<file path="src/sv/dltq_pkg.sv">
package dltq_pkg;

	typedef enum logic [1:0] {
		REQ_ADD      = 2'd0,
		REQ_MODIFY   = 2'd1,
		REQ_REMOVE   = 2'd2,
		REQ_DISPATCH = 2'd3
	} req_t;

	typedef enum logic [2:0] {
		ST_IDLE,
		ST_REMOVE,
		ST_ADD,
		ST_DISP,
		ST_ANSWER
	} state_t;

	// Command broadcast to every cell of the chain.
	typedef enum logic [2:0] {
		CMD_NONE,
		CMD_INSERT,
		CMD_DELETE,
		CMD_POP,
		CMD_AGE
	} cmd_t;

endpackage

</file>
<file path="src/sv/dltq_cell.sv">
module dltq_cell import dltq_pkg::*; #(
	parameter int ID_BITS   = 4,
	parameter int TICK_BITS = 32
) (
	input  logic                 clk,
	input  logic                 arst_n,
	input  cmd_t                 cmd,
	input  logic                 sel,
	input  logic                 after,
	input  logic [ID_BITS-1:0]   new_slot,
	input  logic [TICK_BITS-1:0] new_delta,
	input  logic [TICK_BITS-1:0] age,
	input  logic                 prev_used,
	input  logic [ID_BITS-1:0]   prev_slot,
	input  logic [TICK_BITS-1:0] prev_delta,
	input  logic                 next_used,
	input  logic [ID_BITS-1:0]   next_slot,
	input  logic [TICK_BITS-1:0] next_delta,
	output logic                 used,
	output logic [ID_BITS-1:0]   slot,
	output logic [TICK_BITS-1:0] delta
);

	logic                 used_q;
	logic [ID_BITS-1:0]   slot_q;
	logic [TICK_BITS-1:0] delta_q;

	assign used  = used_q;
	assign slot  = slot_q;
	assign delta = delta_q;

	// sel marks the cell hit by the command; after marks cells behind it.
	always_ff @(posedge clk or negedge arst_n) begin
		if (!arst_n) begin
			used_q <= 1'b0;
		end else begin
			case (cmd)
				CMD_INSERT: begin
					if (sel) begin
						used_q <= 1'b1;
					end else if (after) begin
						used_q <= prev_used;
					end
				end
				CMD_DELETE: begin
					if (sel || after) begin
						used_q <= next_used;
					end
				end
				CMD_POP: begin
					used_q <= next_used;
				end
				default: begin
				end
			endcase
		end
	end

	always_ff @(posedge clk) begin
		case (cmd)
			CMD_INSERT: begin
				if (sel) begin
					slot_q  <= new_slot;
					delta_q <= new_delta;
				end else if (after) begin
					slot_q  <= prev_slot;
					delta_q <= prev_delta;
				end
			end
			CMD_DELETE: begin
				if (sel) begin
					slot_q  <= next_slot;
					delta_q <= next_delta + delta_q;
				end else if (after) begin
					slot_q  <= next_slot;
					delta_q <= next_delta;
				end
			end
			CMD_POP: begin
				slot_q  <= next_slot;
				delta_q <= next_delta;
			end
			CMD_AGE: begin
				if (sel) begin
					delta_q <= (delta_q > age) ? delta_q - age : '0;
				end
			end
			default: begin
			end
		endcase
	end

endmodule

</file>
<file path="config.mk">
export PLATFORM = sky130hd
export DESIGN_NAME = dltq_cell
export DESIGN_NICKNAME = d
export VERILOG_FILES = /design/src/sv/dltq_pkg.sv /design/src/sv/dltq_cell.sv
export SDC_FILE = /design/constraint.sdc
export NUM_CORES = 1
export LEC_CHECK = 0
export BUFFER_PORTS_ARGS = -buffer_cell sky130_fd_sc_hd__buf_2
export CAP_MARGIN = 15
export CORE_MARGIN = 2
export CORE_UTILIZATION = 54
export DETAILED_ROUTE_END_ITERATION = 16
export GPL_TIMING_DRIVEN = 0
export PLACE_DENSITY = 0.84
export SETUP_SLACK_MARGIN = 0.1
export SLEW_MARGIN = 20
export SYNTH_ARGS = -nofsm -noshare
export SYNTH_HDL_FRONTEND = slang
export SYNTH_SLANG_ARGS = --single-unit
</file>
<file path="constraint.sdc">
create_clock -name clk -period 3.9 [get_ports clk]
set_clock_uncertainty 0.2 [all_clocks]
set_input_delay 0.78 -clock clk [delete_from_list [all_inputs] [get_ports clk]]
set_output_delay 0.78 -clock clk [all_outputs]
set_load 0.05 [all_outputs]
</file>
==> results of run 1 <==
==> sequential cells by signal (all words and copies together), names as in the netlist <==
register and flops:
used 1, slot 4, delta 32
==> report_power, final <==
| part | switching [W] | total (W) | internal [W] |
|---|---|---|---|
| clock network | 0.000180 | 0.000388 | 0.000209 |
| logic | 0.000820 | 0.00133 | 0.000505 |
| registers | 0.0000359 | 0.000527 | 0.000491 |
==> layout make-up <==
| cell class | count | area (sq um) |
|---|---|---|
| clock buffer | 6 | 82.58 |
| sequential | 37 | 1106 |
| timing repair buffer | 188 | 970.9 |
| clock inverter | 2 | 37.54 |
| multi-input combinational | 638 | 4556 |
| buffer | 37 | 150.1 |
| inverter | 52 | 195.2 |
| tap | 140 | 175.2 |
| fill | 984 | 3520 |
==> cell usage in the layout (no fill, tap or decap), types with 8 or more instances in the layout <==
master / synthesis / final
a21o_1: 19 / 19
nand2b_1: 11 / 11
buf_2: 2 / 186
mux2i_1: 22 / 22
o21a_1: 14 / 14
xor2_1: 20 / 20
clkbuf_1: 31 / 30
nor3_1: 8 / 8
o22ai_1: 10 / 9
nor2_1: 38 / 38
xnor2_1: 34 / 34
nor2b_1: 19 / 19
nand3_1: 13 / 13
a211oi_1: 25 / 24
a221oi_1: 12 / 12
nand2_1: 57 / 57
inv_1: 52 / 52
nand4_1: 9 / 9
a31oi_1: 8 / 8
o21bai_1: 10 / 10
ha_1: 63 / 63
a21oi_1: 96 / 94
edfxtp_1: 36 / 36
o21ai_0: 59 / 59
==> routing by layer <==
layer / up-vias / track usage (%) / share of wire [%]
li1: 3273 / - / -
met1: 3059 / 44.59 / 41
met2: 392 / 57.23 / 46
met3: 58 / 6.754 / 11
met4: 0 / 10.44 / 2.7
met5: - / 0 / 0
==> cell families (layout without fill, tap and decap cells) <==
kind of cell,Yosys count,after routing,synth area share [%]
AND/OR/NAND/NOR,179,179,14.48
AO/OA/AOI/OAI,312,312,34.63
buffers and inverters,89,285,5.762
XOR/XNOR,54,54,7.920
flip-flops,37,37,18.52
adder cells (fa/ha/maj),65,65,13.87
multiplexers,28,28,4.819
==> through the flow <==
step / utilization [%] / area (sq um) / hold WS, ps / total power, W / setup WS [ps]
after CTS: 67.16 / 7248 / 23.23 / 0.002201 / 132.7
after detailed placement: 65.85 / 7107 / 331.7 / 0.001813 / -447.7
after global placement: 65.52 / 7072 / 330.1 / 0.001791 / -853.6
after global routing: 67.39 / 7273 / 15.10 / 0.002368 / 62.78
final: 67.39 / 7273 / 28.68 / 0.002241 / 154.1
after floorplan: - / 5976 / 284.4 / 0.001462 / 470.8
==> what timing repair did <==
action	4_1_cts	5_1_grt
setup endpoints to repair	19	15
pin swaps	1	1
buffers inserted	1	2
resized for setup	2	4
==> critical path: cells and delay by family <==
family                   cells  cell delay (ps)
AO/OA/AOI/OAI                8             1870
adder cells (fa/ha/maj)      2              590
buffers and inverters        2              150
AND/OR/NAND/NOR              1              200
==> worst paths after layout <==
check | start | to | depth (start not counted)
max in group asynchronous | arst_n | used$_DFFE_PN0P_ | 1
max reg2reg | delta[15]$_DFFE_PP_ | delta[7]$_DFFE_PP_ | 11
min | arst_n | used$_DFFE_PN0P_ | 1
max | next_delta[0] | delta[26]$_DFFE_PP_ | 13
min in group clk | used$_DFFE_PN0P_ | used$_DFFE_PN0P_ | 2
min reg2reg | used$_DFFE_PN0P_ | used$_DFFE_PN0P_ | 2
==> flow_summary.json, run 1 <==
{
  "grt_overflow": 0,
  "fmax_mhz": 267.0,
  "worstSetupEndpointType": "flip-flop",
  "required_ps": 3740,
  "synth_edf_count": 36,
  "syn_area_per_cell_sq_um": 7.817,
  "fin_setup_tns_ps": 0,
  "dp_hpwl_mm": 16.58,
  "place.port_buffers": 184,
  "maxCapViolCount": 0,
  "synth_cell_type_count": 65,
  "stdcell_count": 1100,
  "initial_core_util_pct": 55.33,
  "firstDrtPassIters": 6,
  "ctsRootBufferMaster": "clkbuf_8",
  "antenna_found_initial": 0,
  "synthCells": 764,
  "power_density_nw_per_um2": 308.1,
  "p_leak_nw": 3.311,
  "yosys_warnings": 0,
  "synth.yosys.seq_area_share_pct": 18.52,
  "synthMostInstantiatedCell": "a21oi_1",
  "vias": 6782,
  "cts_tree": "yes",
  "grt_pass1_vias": 6293,
  "viasPerCell": 6.165,
  "cp_slowest_stage_delay_ps": 400,
  "post-route-min-period_ps": 3746,
  "setup_viol": 0,
  "synth-main-ff-cell": "edfxtp_1",
  "boundaryPins": 186,
  "maxSlewHeadroom_pct": 28.62,
  "gp_congestion": 0.9711,
  "die_h_um": 109.2,
  "cp_cell_sequence": "buf_2 > ha_1 > inv_1 > fa_1 > nand2b_1 > a21oi_2 > o211ai_1 > o22ai_2 > a21oi_1 > o21ba_2 > o2111a_1 > a211oi_2 > a22oi_1",
  "synth_fp_nets": 978,
  "synth_commonest_cells": "a21oi_1 (96), ha_1 (63), o21ai_0 (59), nand2_1 (57), inv_1 (52)",
  "slew_violations": 0,
  "cts_buffer_depth": 2,
  "track_usage_pct": 34.29,
  "ant_nets": 0,
  "reg2reg_slack_ps": 270,
  "dpl.cell_count": 1089,
  "htree_levels": 2,
  "crit_path_max_fanout": 5,
  "vdd_ir_drop_max_uv": 177.4,
  "drt-initial-drc-count": 681,
  "synth_top_cell_area_share_pct": 18.10,
  "cts-hold-fix-buffers": 0,
  "cts.sinks": 37,
  "crit_type": "in2reg",
  "grt_pass1_wl_mm": 31.17,
  "clk_pin_slew_ps": 100,
  "hold_class": "in2async",
  "synthTopCellsByArea": "edfxtp_1 (18%), ha_1 (13%), a21oi_1 (8.0%), xnor2_1 (5.0%), o21ai_0 (4.9%)",
  "grt_max_degree": 19,
  "hold_viol": 0,
  "layout-area-overhead-vs-synth_pct": 21.79,
  "cpMaxStageDelayCell": "fa_1",
  "tightest_slew_ps": 1071,
  "post-route-period-util_pct": 96.05,
  "cts_buffers": 5,
  "core_sq_um": 10790,
  "clk_latency_ps": 310,
  "syn-cell-area_sq_um": 5972,
  "synth_top_cell_by_area": "edfxtp_1",
  "wl_mm": 20.92,
  "rows": 38,
  "drive_above_1_share_pct": 23.33,
  "grt_setup_unrepaired": "true",
  "route.detailed.drc": 0,
  "die-width_um": 109.2,
  "dieArea_sq_um": 11920,
  "nets": 1173,
  "wire_per_inst_um": 19.02,
  "async_flop_share_pct": 2.703,
  "synth-seq-cells": 37,
  "antenna_cells": 0,
  "critPathLaunchType": "input pin",
  "outcome": "completed",
  "crit_arrival_ps": 3580
}
Note: power is estimated with default switching activity, not from simulation.
==> run 2: changes to the inputs <==
Settings changed: CORE_UTILIZATION 54 to 30, PLACE_DENSITY 0.84 to not set.
==> run 2 against run 1 <==
Against the previous run: fmax rose by 0.43%; worst hold slack gained 9.7 ps; sequential share of layout area shrank 0.46 points; sequential cell count unchanged.
==> flow_summary.json, run 2 (synthesized netlist as in run 1, its figures left out) <==
{
  "outcome": "completed",
  "cts.sinks": 37,
  "fill_cells": 2123,
  "multi_input_area_sq_um": 4566,
  "drt-initial-drc-count": 438,
  "die_h_um": 145.1,
  "rows": 51,
  "rr_worst_depth": 13,
  "dpl.cell_count": 1214,
  "slew_violations": 0,
  "gp_congestion": 0.8956,
  "nets": 1174,
  "ctsRootBufferMaster": "clkbuf_16",
  "seq_area_sq_um": 1106,
  "tightest_slew_ps": 1049,
  "antenna_found_initial": 3,
  "clk_latency_ps": 300,
  "place_ws_ps": -536.0,
  "boundaryPins": 186,
  "setup_viol": 0,
  "final_common_cell": "buf_2",
  "vdd_ir_drop_max_uv": 137.4,
  "postLayoutCellArea_sq_um": 7500,
  "viasPerCell": 5.412,
  "wire_per_inst_um": 19.34,
  "grt_pass1_wl_mm": 35.71,
  "required_ps": 3710,
  "maxCapViolCount": 0,
  "grt_max_degree": 19,
  "final_cell_mix": "buf_2 (185), a21oi_1 (94), ha_1 (63)",
  "dieArea_sq_um": 21050,
  "initial_core_util_pct": 30.58,
  "die-width_um": 145.1,
  "grt_setup_unrepaired": "false",
  "maxSlewHeadroom_pct": 29.57,
  "grt_overflow": 0,
  "worstSetupEndpointType": "flip-flop",
  "vias": 6646,
  "wl_mm": 23.75,
  "cts-hold-fix-buffers": 0,
  "power_w": 0.002363,
  "setup_slack_ps": 170.1,
  "core_sq_um": 19530,
  "drive_above_1_share_pct": 23.62,
  "stdcell_count": 1228,
  "cts_buffers": 5,
  "clk_pin_slew_ps": 70,
  "hold_class": "in2async",
  "dp_hpwl_mm": 18.94,
  "critPathLaunchType": "input pin",
  "crit_path_start": "age[0]",
  "route.detailed.drc": 0,
  "crit_path_max_fanout": 10,
  "ant_nets": 0,
  "placed_cell_area_sq_um": 7263,
  "crit_arrival_ps": 3540,
  "post-route-min-period_ps": 3730,
  "p_leak_nw": 3.342,
  "grt_pass1_vias": 6369,
  "cts_buffer_depth": 2,
  "cp_cell_sequence": "buf_2 > ha_1 > fa_1 > nand2b_1 > a21oi_2 > o41a_4 > a211o_1 > a21oi_2 > a211oi_4 > buf_4 > buf_2 > a222oi_1 > a21oi_1",
  "fmax_mhz": 268.1,
  "reg2reg_slack_ps": 230,
  "largest_register_ffs": 32,
  "track_usage_pct": 21.73,
  "layout-area-overhead-vs-synth_pct": 25.58,
  "place.port_buffers": 184,
  "cp_slowest_stage_delay_ps": 500,
  "power_density_nw_per_um2": 315.1,
  "htree_levels": 2,
  "crit_type": "in2reg",
  "cpMaxStageDelayCell": "o41a_4",
  "firstDrtPassIters": 6,
  "cts_tree": "yes",
  "hold_viol": 0,
  "reg2reg_from": "delta[0]$_DFFE_PP_",
  "post-route-period-util_pct": 95.64
}
==> run 2: cell count changes in the layout (fill, tap and decap cells not counted), sizes merged <==
cell	previous run	this run
clkinv	0	1
diode	0	2
clkinvlp	1	0
clkbuf	37	38
==> run 2: cell type report <==
type                    instances  area share [%]
clock inverters                 2          0.4505
multi-input cells             638           60.88
plain buffers                  37           2.069
diodes                          2         0.06673
well taps                     265           4.421
repair buffers                189           13.05
flip-flops and latches         37           14.75
clock buffers                   6           1.718
inverters                      52           2.603
==> run 2: metrics by stage <==
stage	hold WS, ps	setup TNS [ps]	util [%]
floorplan	284.4	0	-
global placement	331.6	-41640	37.02
detailed placement	329.0	-14210	37.20
CTS	36.78	0	38.21
global route	34.95	0	38.40
finish	38.41	0	38.41
==> run 2: timing repair <==
action | CTS | global route
buffers inserted | 2 | 2
pin swaps | 1 | 7
resized for setup | 4 | 7
endpoints found under the setup margin | 37 | 15
==> run 2: path summary, 6_finish.rpt <==
| kind | to |
|---|---|
| max | delta[18]$_DFFE_PP_ |
| max in group asynchronous | used$_DFFE_PN0P_ |
| min | used$_DFFE_PN0P_ |
| max reg2reg | delta[18]$_DFFE_PP_ |
| min in group clk | used$_DFFE_PN0P_ |
| min reg2reg | used$_DFFE_PN0P_ |
==> run 2: where the power goes <==
part	internal [W]	switching, W	total [W]	leakage, nW
Clock	0.000301	0.000197	0.000498	0.0785
Sequential	0.000492	0.0000375	0.000529	0.355
Combinational	0.000506	0.000830	0.00134	2.91
==> run 2: worst max-delay path: cells and delay by family <==
kind	cells	cell delay [ps]
adders and majority gates	2	370
and+or+nand+nor	1	180
buffers and inverters	3	480
AOI/OAI and AO/OA	7	1710
==> run 2: per-layer routing <==
metal / global-route usage (%) / vias up / routed length [um]
met5: 0 / - / 11
met4: 5.000 / 2 / 402
met3: 2.956 / 25 / 1803
met2: 36.05 / 283 / 10760
met1: 29.99 / 3057 / 10770
li1: - / 3279 / -
==> run 3: changes to the inputs <==
Settings changed: CTS_BUF_LIST set to sky130_fd_sc_hd__clkbuf_4 sky130_fd_sc_hd__clkbuf_8, PLACE_DENSITY set to 0.6.
==> run 3 against run 2 <==
Against the previous run: sequential cell count stayed put; critical path depth unchanged; register-to-register slack better by 60 ps; critical endpoint is now delta[2]$_DFFE_PP_; setup slack better by 59 ps; sequential share of layout area rose by 0.13 points; clock power down 26%; via count fell by 0.32%; worst hold slack worse by 23 ps; routed wire length is 0.39% lower.
==> flow_summary.json, run 3 (synthesized netlist as in run 1, its figures left out) <==
{
  "grt_max_degree": 19,
  "ctsRootBufferMaster": "clkbuf_8",
  "viasPerCell": 5.399,
  "firstDrtPassIters": 7,
  "power_frac_clock_pct": 16.6,
  "cp_slowest_stage_delay_ps": 380,
  "maxCapViolCount": 0,
  "worstSetupEndpointType": "flip-flop",
  "drt-initial-drc-count": 455,
  "route.detailed.drc": 0,
  "crit_type": "in2reg",
  "wl_mm": 23.65,
  "tightest_slew_ps": 1004,
  "layout-area-overhead-vs-synth_pct": 24.51,
  "grtUsageMet3_pct": 3.270,
  "dp_hpwl_mm": 18.94,
  "nets": 1173,
  "antenna_found_initial": 3,
  "clk_latency_ps": 310,
  "postLayoutCellArea_sq_um": 7436,
  "cp_cell_sequence": "buf_2 > ha_1 > fa_1 > nand2b_1 > a21oi_2 > o41a_4 > a211o_1 > a21oi_2 > a211oi_4 > buf_6 > clkbuf_4 > nand3_1 > a22oi_1",
  "drive_above_1_share_pct": 23.54,
  "gr-usage-met1_pct": 29.55,
  "final_common_cell": "buf_2",
  "final_cell_mix": "buf_2 (185), a21oi_1 (95), ha_1 (63)",
  "core_sq_um": 19530,
  "crit_arrival_ps": 3630,
  "cellInternalPower_w": 0.001193,
  "clk_pin_slew_ps": 100,
  "boundaryPins": 186,
  "grt_setup_unrepaired": "false",
  "cts_tree": "yes",
  "maxSlewHeadroom_pct": 33.06,
  "p_leak_nw": 3.314,
  "power_w": 0.002233,
  "post-route-period-util_pct": 94.14,
  "rr_worst_depth": 13,
  "placed_cell_area_sq_um": 7263,
  "fill_cells": 2124,
  "gp_congestion": 0.8956,
  "switchingPower_w": 0.001040,
  "die-width_um": 145.1,
  "wire_per_inst_um": 19.28,
  "crit_path_start": "age[0]",
  "reg2reg_from": "delta[0]$_DFFE_PP_",
  "track_usage_pct": 21.65,
  "htree_levels": 2,
  "grt_pass1_vias": 6364,
  "fmax_mhz": 272.4,
  "grt_pass1_wl_mm": 35.51,
  "hold_viol": 0,
  "gr-max-usage-layer": "met2",
  "initial_core_util_pct": 30.58,
  "cts_buffer_depth": 2,
  "cpMaxStageDelayCell": "fa_1",
  "largest_register_ffs": 32,
  "place.port_buffers": 184,
  "dieArea_sq_um": 21050,
  "combPwrFrac_pct": 59.7,
  "post-route-min-period_ps": 3671,
  "outcome": "completed",
  "crit_path_frequent_cell": "a21oi_2",
  "hold_class": "in2async",
  "swShare_pct": 46.56,
  "crit_path_max_fanout": 10,
  "required_ps": 3860,
  "ant_nets": 0,
  "vias": 6625,
  "cts_buffers": 5,
  "setup_viol": 0,
  "slew_violations": 0,
  "critPathLaunchType": "input pin",
  "vdd_ir_drop_max_uv": 141.5,
  "die_h_um": 145.1,
  "grt_overflow": 0,
  "p_seq_share_pct": 23.7,
  "grt_use_met2_pct": 36.10,
  "cts.sinks": 37,
  "power_density_nw_per_um2": 300.3,
  "rows": 51
}
run 3: cell types whose count changed in the layout (fill, tap and decap cells not counted):
cell	change
a21oi_2	-1
clkbuf_16	-5
clkbuf_8	+5
a21oi_1	+1
clkbuf_4	+1
buf_4	-1
clkbuf_1	-1
run 3: final timing paths:
check,end,slack (ps)
hold reg to reg,used$_DFFE_PN0P_,340
min in group clk,used$_DFFE_PN0P_,340
setup reg to reg,delta[13]$_DFFE_PP_,290
max in group asynchronous,used$_DFFE_PN0P_,3400
setup / recovery,delta[2]$_DFFE_PP_,230
hold / removal,used$_DFFE_PN0P_,20
run 3: layer usage:
layer,part of all wire (%),vias to the layer above
met5,0.055,-
met4,1.6,2
met3,7.7,22
met2,46,266
met1,45,3059
li1,-,3276
run 3: critical path: cells and delay by family:
kind                       cells  cell delay, ps
AOI/OAI and AO/OA              6            1270
adders and majority gates      2             600
buffers and inverters          3             620
and+or+nand+nor                2             350
run 3: what timing repair did:
action,CTS,global route
gates resized for setup,3,7
setup buffers,1,2
hold buffers,0,0
pin swaps,1,2
setup endpoints to repair,37,18
endpoints found under the hold margin,0,0
run 3: area by class of cell:
type / count / area, sq um / area share, %
multi-input cells: 638 / 4562 / 61.35
flip-flops and latches: 37 / 1106 / 14.87
repair buffers: 188 / 970.9 / 13.06
well taps: 265 / 331.6 / 4.459
inverters: 52 / 195.2 / 2.625
plain buffers: 37 / 155.1 / 2.086
clock buffers: 6 / 76.32 / 1.026
clock inverters: 2 / 33.78 / 0.4543
diodes: 2 / 5.005 / 0.06731
run 3: through the flow:
stage	std cells	hold WS, ps	TNS, ps	util [%]	setup WS [ps]
2_1_floorplan	764	284.4	0	-	470.8
3_3_place_gp	1213	331.6	-41640	37.02	-1064
3_5_place_dp	1214	329.0	-14210	37.20	-536.0
4_1_cts	1223	6.312	0	37.88	135.8
5_1_grt	1226	3.044	0	38.07	111.1
6_report	1227	15.46	0	38.08	228.7
run 3: power groups by stage:
stage / combinational (W) / clock, W / sequential, W
finish: 0.00133 / 0.000370 / 0.000529
global route: 0.00146 / 0.000384 / 0.000534
CTS: 0.00132 / 0.000376 / 0.000529
detailed placement: 0.00131 / 0 / 0.000538
global placement: 0.00130 / 0 / 0.000539
floorplan: 0.000808 / 0 / 0.000654
